===== src/rtl/b2d_pkg.sv =====
package b2d_pkg;

    // Sizes of the conversion
    localparam int DIGIT_COUNT = 40;
    localparam int VALUE_W     = 128;
    localparam int HALF_W      = 64;
    localparam int NIBBLE_W    = 4;
    localparam int BCD_W       = DIGIT_COUNT * NIBBLE_W;
    // 2^127-1 has 39 digits, so the top digit that can be nonzero is 38
    localparam int TOP_DIGIT   = 38;
    localparam int IDX_W       = $clog2(TOP_DIGIT + 1);
    localparam int STEP_W      = $clog2(VALUE_W);

    // Job queue between front and back
    localparam int FIFO_DEPTH  = 2;
    localparam int FIFO_AW     = (FIFO_DEPTH > 1) ? $clog2(FIFO_DEPTH) : 1;
    localparam int FIFO_CW     = $clog2(FIFO_DEPTH + 1);

    typedef struct packed {
        logic signed [HALF_W-1:0] value_high;
        logic        [HALF_W-1:0] value_low;
    } t_in_word;

    typedef struct packed {
        logic [NIBBLE_W-1:0] digit;
        logic                last;
    } t_out_word;

    // Classified job: trivial means negative or zero, one digit 0
    typedef struct packed {
        logic [VALUE_W-1:0] value;
        logic               trivial;
    } t_job;

    typedef enum logic [2:0] {
        ST_IDLE = 3'b001,
        ST_CONV = 3'b010,
        ST_EMIT = 3'b100
    } t_state;

endpackage


===== src/rtl/b2d_front.sv =====
module b2d_front
    import b2d_pkg::*;
(
    input  logic     i_in_valid,
    input  t_in_word i_in_word,
    input  logic     i_full,
    output logic     o_in_stall,
    output logic     o_push,
    output t_job     o_job
);

    logic is_neg;
    logic is_zero;

    // Classify the incoming word
    assign is_neg  = i_in_word.value_high[HALF_W-1];
    assign is_zero = (i_in_word.value_low == '0) && (i_in_word.value_high == '0);

    // Accept whenever the queue has room
    assign o_in_stall = i_full;
    assign o_push     = i_in_valid && !i_full;

    assign o_job.value   = {i_in_word.value_high, i_in_word.value_low};
    assign o_job.trivial = is_neg || is_zero;

endmodule


===== src/rtl/b2d_fifo.sv =====
module b2d_fifo
    import b2d_pkg::*;
(
    input  logic i_clk,
    input  logic i_rst_n,
    input  logic i_push,
    input  t_job i_job,
    output logic o_full,
    output logic o_valid,
    input  logic i_pop,
    output t_job o_job
);

    t_job               mem [FIFO_DEPTH];
    logic [FIFO_AW-1:0] r_wr_ptr;
    logic [FIFO_AW-1:0] r_rd_ptr;
    logic [FIFO_CW-1:0] r_count;
    logic               do_pop;

    assign o_full  = (r_count == FIFO_CW'(FIFO_DEPTH));
    assign o_valid = (r_count != '0);
    assign o_job   = mem[r_rd_ptr];
    assign do_pop  = i_pop && o_valid;

    // Store the pushed job
    always_ff @(posedge i_clk) begin
        if (i_push) begin
            mem[r_wr_ptr] <= i_job;
        end
    end

    // Advance pointers and occupancy
    always_ff @(posedge i_clk) begin
        if (!i_rst_n) begin
            r_wr_ptr <= '0;
            r_rd_ptr <= '0;
            r_count  <= '0;
        end else begin
            if (i_push) begin
                r_wr_ptr <= (r_wr_ptr == FIFO_AW'(FIFO_DEPTH - 1)) ? '0 : r_wr_ptr + 1'b1;
            end
            if (do_pop) begin
                r_rd_ptr <= (r_rd_ptr == FIFO_AW'(FIFO_DEPTH - 1)) ? '0 : r_rd_ptr + 1'b1;
            end
            if (i_push && !do_pop) begin
                r_count <= r_count + 1'b1;
            end else if (do_pop && !i_push) begin
                r_count <= r_count - 1'b1;
            end
        end
    end

endmodule


===== src/rtl/b2d_back.sv =====
module b2d_back
    import b2d_pkg::*;
(
    input  logic      i_clk,
    input  logic      i_rst_n,
    input  logic      i_job_valid,
    input  t_job      i_job,
    output logic      o_pop,
    output logic      o_out_valid,
    input  logic      i_out_stall,
    output t_out_word o_out_word
);

    t_state                               r_state, n_state;
    logic [DIGIT_COUNT-1:0][NIBBLE_W-1:0] r_bcd, n_bcd;
    logic [VALUE_W-1:0]                   r_val, n_val;
    logic [STEP_W-1:0]                    r_step, n_step;
    logic [IDX_W-1:0]                     r_idx, n_idx;
    logic                                 r_started, n_started;
    logic                                 r_ovalid, n_ovalid;
    t_out_word                            r_oword, n_oword;

    logic [DIGIT_COUNT-1:0][NIBBLE_W-1:0] adj;
    logic [BCD_W-1:0]                     adj_flat;
    logic [NIBBLE_W-1:0]                  cur;
    logic                                 is_last;
    logic                                 out_ok;

    // Add 3 to every digit of 5 or more before the shift
    always_comb begin
        for (int d = 0; d < DIGIT_COUNT; d++) begin
            adj[d] = (r_bcd[d] >= NIBBLE_W'(5)) ? r_bcd[d] + NIBBLE_W'(3) : r_bcd[d];
        end
    end
    assign adj_flat = adj;

    assign cur     = r_bcd[TOP_DIGIT];
    assign is_last = (r_idx == '0);
    assign out_ok  = !r_ovalid || !i_out_stall;

    // Sequence pop, conversion and digit emission
    always_comb begin
        n_state   = r_state;
        n_bcd     = r_bcd;
        n_val     = r_val;
        n_step    = r_step;
        n_idx     = r_idx;
        n_started = r_started;
        n_ovalid  = r_ovalid && i_out_stall;
        n_oword   = r_oword;
        o_pop     = 1'b0;
        case (r_state)
            ST_IDLE: begin
                if (i_job_valid) begin
                    o_pop     = 1'b1;
                    n_bcd     = '0;
                    n_started = 1'b0;
                    if (i_job.trivial) begin
                        n_idx   = '0;
                        n_state = ST_EMIT;
                    end else begin
                        n_val   = i_job.value;
                        n_step  = '0;
                        n_state = ST_CONV;
                    end
                end
            end
            ST_CONV: begin
                n_bcd  = {adj_flat[BCD_W-2:0], r_val[VALUE_W-1]};
                n_val  = {r_val[VALUE_W-2:0], 1'b0};
                n_step = r_step + 1'b1;
                if (r_step == STEP_W'(VALUE_W - 1)) begin
                    n_idx   = IDX_W'(TOP_DIGIT);
                    n_state = ST_EMIT;
                end
            end
            ST_EMIT: begin
                if (!r_started && (cur == '0) && !is_last) begin
                    // drop a leading zero
                    n_bcd = {r_bcd[DIGIT_COUNT-2:0], NIBBLE_W'(0)};
                    n_idx = r_idx - 1'b1;
                end else if (out_ok) begin
                    n_ovalid      = 1'b1;
                    n_oword.digit = cur;
                    n_oword.last  = is_last;
                    n_started     = 1'b1;
                    if (is_last) begin
                        n_state = ST_IDLE;
                    end else begin
                        n_bcd = {r_bcd[DIGIT_COUNT-2:0], NIBBLE_W'(0)};
                        n_idx = r_idx - 1'b1;
                    end
                end
            end
            default: begin
                n_state = ST_IDLE;
            end
        endcase
    end

    // Control registers
    always_ff @(posedge i_clk) begin
        if (!i_rst_n) begin
            r_state   <= ST_IDLE;
            r_step    <= '0;
            r_idx     <= '0;
            r_started <= 1'b0;
            r_ovalid  <= 1'b0;
        end else begin
            r_state   <= n_state;
            r_step    <= n_step;
            r_idx     <= n_idx;
            r_started <= n_started;
            r_ovalid  <= n_ovalid;
        end
    end

    // Datapath registers
    always_ff @(posedge i_clk) begin
        r_bcd   <= n_bcd;
        r_val   <= n_val;
        r_oword <= n_oword;
    end

    assign o_out_valid = r_ovalid;
    assign o_out_word  = r_oword;

endmodule


===== src/rtl/binary_to_decimal_digits.sv =====
// Channel  Direction  Handshake             Word
// in       input      i_in_valid/o_in_stall  t_in_word  (value_low, value_high)
// out      output     o_out_valid/i_out_stall t_out_word (digit, last)
//
// A positive value is popped from the queue, then takes 128 shift-and-add-3
// steps in the back end, then one digit position per cycle from 38 down to
// 0 unless the output stalls, leading zeros dropped without output.
// A two-word queue lets the input take new words while the back end converts.
// Reset is synchronous, active low; no clearing pass is needed.
// Output stall only holds the emission cycles, conversion keeps running.
module binary_to_decimal_digits
    import b2d_pkg::*;
(
    input  logic      i_clk,
    input  logic      i_rst_n,
    input  logic      i_in_valid,
    output logic      o_in_stall,
    input  t_in_word  i_in_word,
    output logic      o_out_valid,
    input  logic      i_out_stall,
    output t_out_word o_out_word
);

    logic push;
    logic full;
    logic job_valid;
    logic pop;
    t_job push_job;
    t_job pop_job;

    b2d_front u_front (
        .i_in_valid (i_in_valid),
        .i_in_word  (i_in_word),
        .i_full     (full),
        .o_in_stall (o_in_stall),
        .o_push     (push),
        .o_job      (push_job)
    );

    b2d_fifo u_fifo (
        .i_clk   (i_clk),
        .i_rst_n (i_rst_n),
        .i_push  (push),
        .i_job   (push_job),
        .o_full  (full),
        .o_valid (job_valid),
        .i_pop   (pop),
        .o_job   (pop_job)
    );

    b2d_back u_back (
        .i_clk       (i_clk),
        .i_rst_n     (i_rst_n),
        .i_job_valid (job_valid),
        .i_job       (pop_job),
        .o_pop       (pop),
        .o_out_valid (o_out_valid),
        .i_out_stall (i_out_stall),
        .o_out_word  (o_out_word)
    );

endmodule


===== config.mk =====
export PLATFORM = sky130hd
export DESIGN_NAME = binary_to_decimal_digits
export DESIGN_NICKNAME = d
export VERILOG_FILES = /design/src/rtl/b2d_pkg.sv /design/src/rtl/b2d_front.sv /design/src/rtl/b2d_fifo.sv /design/src/rtl/b2d_back.sv /design/src/rtl/binary_to_decimal_digits.sv
export SDC_FILE = /design/constraint.sdc
export NUM_CORES = 1
export LEC_CHECK = 0
export BUFFER_PORTS_ARGS = -buffer_cell sky130_fd_sc_hd__buf_4
export CAP_MARGIN = 10
export CORE_MARGIN = 2
export CORE_UTILIZATION = 25
export CTS_BUF_LIST = sky130_fd_sc_hd__clkbuf_16
export CTS_CLUSTER_SIZE = 25
export DETAILED_ROUTE_END_ITERATION = 7
export PLACE_DENSITY = 0.44
export SYNTH_ARGS = -nofsm -noshare
export SYNTH_HDL_FRONTEND = slang
export SYNTH_HIERARCHICAL = 1
export SYNTH_SLANG_ARGS = --single-unit

===== constraint.sdc =====
create_clock -name i_clk -period 8.7 [get_ports i_clk]
set_input_delay 0 -clock i_clk [delete_from_list [all_inputs] [get_ports i_clk]]
set_output_delay 0 -clock i_clk [all_outputs]
set_load 0.05 [all_outputs]

# == After elaboration in Yosys (flattened, before gate mapping) ==
# Memory sizes are Yosys's and may differ from the RTL's. A register that Yosys moved wholly into a read port is not among the register bits.
# Cells that the tools add are included.
# word_totals
regBits,315
ramBits,258
in_bits,132
elab_cells,267
n_memories,1
# op_classes
addsub,46
n_lt_le_gt_ge,40
eq_ne,14
n_mux,82
bitwise_logic,1
reduce_logical,32
# mem_list
name,words,width,read_ports,rd_ports_with_merged_regs,write_ports,line_no,rtl
u_fifo.mem,2,129,1,1,1,b2d_fifo.sv:14,t_job mem [FIFO_DEPTH];
# op_table
cell,count
160-bit 2-to-1 mux,4
160-bit case mux with 3 select lines,1
128-bit 2-to-1 mux,2
128-bit case mux with 2 select lines,1
4-bit by 3-bit greater-or-equal comparator with 1-bit output (second input constant),40
4-bit by 2-bit adder with 4-bit output (second input constant),39
4-bit 2-to-1 mux,39
64-bit logical NOT,2
6-bit 2-to-1 mux,6
3-bit 2-to-1 mux,7
6-bit case mux with 3 select lines,1
1-bit 2-to-1 mux,14
7-bit 2-to-1 mux,2
7-bit case mux with 2 select lines,1
3-bit case mux with 3 select lines,1
1-bit logical AND,8
2-bit != test (second input constant),4
4-bit AND reduction,2
2-bit nonzero test,4
7-bit by 1-bit adder with 7-bit output (second input constant),1
7-bit == test (second input constant),1
1-bit logical NOT,7
6-bit logical NOT,1
2-bit by 1-bit != test with 1-bit output (second input constant),3
20 further kinds,24

# == Logic depth before layout (Yosys ltp) ==
# depth
depth_word,7
depth_mapped,9
ltp_nobuf,8

# == Hierarchy ==
# The synthesis kept the hierarchy.
# by_module_without_submodules
module,instances,cells_each,area_per_inst_um2,seq_area_each_um2
b2d_back,1,1640,16383.2,9038.7
b2d_fifo,1,423,9564.2,7847.5
b2d_front,1,173,1251.2,0.0

# == Worst setup path after synthesis ==
# Ideal clock, no wire load.
# synth_path
kind,register to register
startpoint,register with a tool-made name
endpoint,register u_back.r_step[6]
setup_ns,0.120
t_arrival_ns,8.544
path_slack_ns,0.036
path_stages_with_launch,8
period_less_slack_ns,8.664
path_cell_list,dfxtp_1 buf_4 buf_6 mux2_2 nand4bb_1 a21oi_1 a21boi_0 o21a_1
# synth_rtl
item,line_no,rtl
end signal: assignment,b2d_back.sv:111,r_step <= n_step;
end: declaration,b2d_back.sv:17,"logic [STEP_W-1:0] r_step, n_step;"

# == Worst setup path after layout ==
# layout_path
startpoint,register u_back.r_state[2]
endpoint,register u_back/r_bcd[15] in the netlist's numbering (enable)
# layout_between
elab_chain_cells,3
word_cells_on_any_way,8
classes_between,eq/ne: 6; reduce/logical: 2
# layout_lines
item,line_no,rtl
start: declaration,b2d_back.sv:14,"t_state r_state, n_state;"
start signal: assignment,b2d_back.sv:110,r_state <= n_state;
3-bit == test (tied with other cells),b2d_back.sv:52,case (r_state)
3-bit != test (no line) (tied with other cells),-,
4-bit AND reduction (no line) *,-,
end signal: assignment,b2d_back.sv:120,r_bcd <= n_bcd;
end: declaration,b2d_back.sv:15,"logic [DIGIT_COUNT-1:0][NIBBLE_W-1:0] r_bcd, n_bcd;"
# Every way passes the cells marked *; elsewhere a longest branch is shown, timed or not.
# A chain may end at the register's enable or synchronous reset.

==> flow_summary.ini <==
[global_routing]
antenna_found_initial = 2
grt_pass1_wl_um = 95500
grt_util_all_layers = 0.105
overflow = 0
grt_max_degree = 164
grt_pass1_vias = 18000

[timing]
rsz0062_at_grt = no
timing.final.crit_period_ns = 3.92
fin_tns_setup_ns = 0
finalSetupViolCount = 0
finalClockSkew_ns = 0.0179
relSlewSlack = 0.213
max_freq_mhz = 255
layout_setup_ws_ns = 4.78
fin_crit_sh = 0.451
tightestPinTransition_ns = 1.17
final_hold_viol_count = 0
slew_violations = 0

[logic_synthesis]
synth_area_sq_um = 27200
synth_cell_types = 56
ys_warn_count = 6
netlist.area_leader.share = 0.604
synth_edf_count = 547
synth_nets = 2451
synth_seq_cells = 570
yosysMostFrequentCell = edfxtp_1
synth-seq-area-share = 0.621
syn_inst = 2236
yosysTopAreaCell = edfxtp_1
synth-async-reset-ratio = 0
avgSynthCellArea_sq_um = 12.2
synth_area_leaders = edfxtp_1, nand2_1, mux2_2
synth_common_cells = edfxtp_1, nand2_1, buf_4
synth-main-ff-cell = edfxtp_1

[worst_setup_path]
r2r_slack_ns = 4.78
slowest_delay_ns = 0.94
rr_worst_depth = 5
crit_path_start_kind = flip-flop
timing.rr.end = u_back/r_bcd[15]
crit_arrival_ns = 4.14
worstPathRequired_ns = 8.91
r2r-start = u_back/r_state[2]
end_kind = flip-flop
path_cells = and2b_1 -> nand2_4 -> o211a_2 -> inv_6 -> buf_4
worst-path-max-fanout = 82
slowest_stage = buf_4
crit_start = u_back/r_state[2]
worst-setup-path-type = reg -> reg
critPathCapture = u_back/r_bcd[15]

[power]
p_clk_frac = 0.254
p_int_mw = 6.92
share_comb_of_total_power = 0.297
pwr-share-seq = 0.449
p_sw_mw = 3.61
power_density_nw_per_um2 = 327
ir_worst_vdd_mv = 0.198
p_leak_nw = 11.5
p_sw_frac = 0.343

[final_layout]
finalCoreUtilization = 0.297
nNetsFinal = 2591
drive_above_1_share = 0.159
syn_to_final_growth_pct = 18.3
diodes = 0

[clock_tree]
post-cts-setup-buffers = 0
clock-sinks = 570
postCtsResizedCells = 0
cts_tree = done
cts_made_buffers = 68
h-tree-depth = 3
cts-root-buf = clkbuf_16
clk_pin_slew_worst_paths_ns = 0.06
clk_latency_ns = 0.61
max-clock-path-buffers = 3
hold_buffers = 132

[die]
core_area_sq_um = 108000
num_io_pins = 139
initial_core_util = 0.251
die_w_um = 334
std_cell_rows = 121
dieHeight_um = 334
die_area_sq_um = 111000

[detailed_routing]
viasPerCell = 4.45
routedWlPerCell_um = 15.4
vias = 17105
drt_first_iter_violations = 1053
ant_nets = 0
wirelength_um = 59000
drc = 0
firstDrtPassIters = 6

[flow_run]
cap_violations = 0

[placement]
dp_hpwl_um = 33800
dp_slack_ns = 4.71
port_buffers = 138
gp_congestion = 0.721

[min_path]
hold_depth = 2
hp-class = in -> reg

[outcome]
run_status = completed
==> worst min-delay path by stage <==
stage | start | endpoint
floorplan | i_rst_n | u_fifo/r_wr_ptr
global placement | i_in_word[120] | u_fifo/mem[0][121]
detailed placement | i_in_word[88] | u_fifo/mem[0][89]
CTS | i_in_word[32] | u_fifo/mem[0][33]
global route | i_in_word[95] | u_fifo/mem[1][96]
finish | i_in_word[87] | u_fifo/mem[1][88]
==> power by group through the flow <==
stage / clock [mW] / sequential, mW / combinational (mW)
CTS: 2.78 / 4.73 / 3.18
detailed placement: 0 / 4.77 / 3.12
floorplan: 0 / 4.76 / 2.45
global placement: 0 / 4.75 / 3.03
finish: 2.67 / 4.73 / 3.13
global route: 2.88 / 4.84 / 3.56
==> state kept, by name, summed over array words and instances (netlist names), 2 cells and up, named ones only <==
signal / count
u_back/r_step: 7
u_back/cur: 4
u_back/r_idx: 6
u_back/r_bcd: 152
u_back/r_val: 128
u_back/o_out_word: 5
u_back/r_state: 3
u_fifo/r_count: 2
u_fifo/mem: 258
==> logic make-up after synthesis <==
logic type,after synthesis,synth area share
mux,130,0.0538
xor+xnor,55,0.0177
flops,570,0.621
buf+inv,300,0.0633
fa+ha+maj,83,0.0382
simple gates,699,0.117
compound gates,399,0.0897
==> metal layers <==
metal / wire length (um) / GRT usage / share of wire / vias to the layer above
li1: - / - / - / 8279
met2: 28700 / 0.184 / 0.49 / 296
met5: 24 / 0 / 0.00041 / -
met4: 1090 / 0.0312 / 0.018 / 4
met3: 2290 / 0.0190 / 0.039 / 87
met1: 26900 / 0.131 / 0.46 / 8439
==> critical path: cells and delay by family, from the launching register on <==
kind            cells  cell delay [ns]
simple gates        2             0.78
flops               1             0.57
buf+inv             2             1.49
compound gates      1             0.56
==> cells in the final DEF (no fill, tap or decap), types with 32 or more instances in the layout <==
master         count
ha_1              83
a21oi_1          116
nand2_1          465
nor4_1            34
dlygate4sd3_1    132
edfxtp_1         547
a22o_1            35
nor2_1            43
mux2_2           129
o22ai_1           49
nand2b_1          41
nor3b_1           41
xnor2_1           41
clkbuf_16         69
inv_1            104
o21ai_0          121
buf_4            149
o32ai_1           32
==> stage by stage <==
step | area, sq um | hold slack, ns | total power, mW | instances
2_1_floorplan | 27200 | 0.118 | 7.21 | 2236
3_3_place_gp | 28800 | 0.196 | 7.77 | 3588
3_5_place_dp | 28800 | 0.199 | 7.88 | 3588
4_1_cts | 32200 | 0.0643 | 10.7 | 3843
5_1_grt | 32200 | 0.0991 | 11.3 | 3843
6_report | 32200 | 0.123 | 10.5 | 3843
==> layout make-up <==
type,count,area [sq um]
fillers,10914,76200
flip-flops and latches,570,16900
multi-input cells,1366,8630
repair buffers,283,2480
well taps,1414,1770
clock buffers,69,1730
clock inverters,54,355
inverters,87,332
Note: power is estimated with default switching activity, not from simulation.
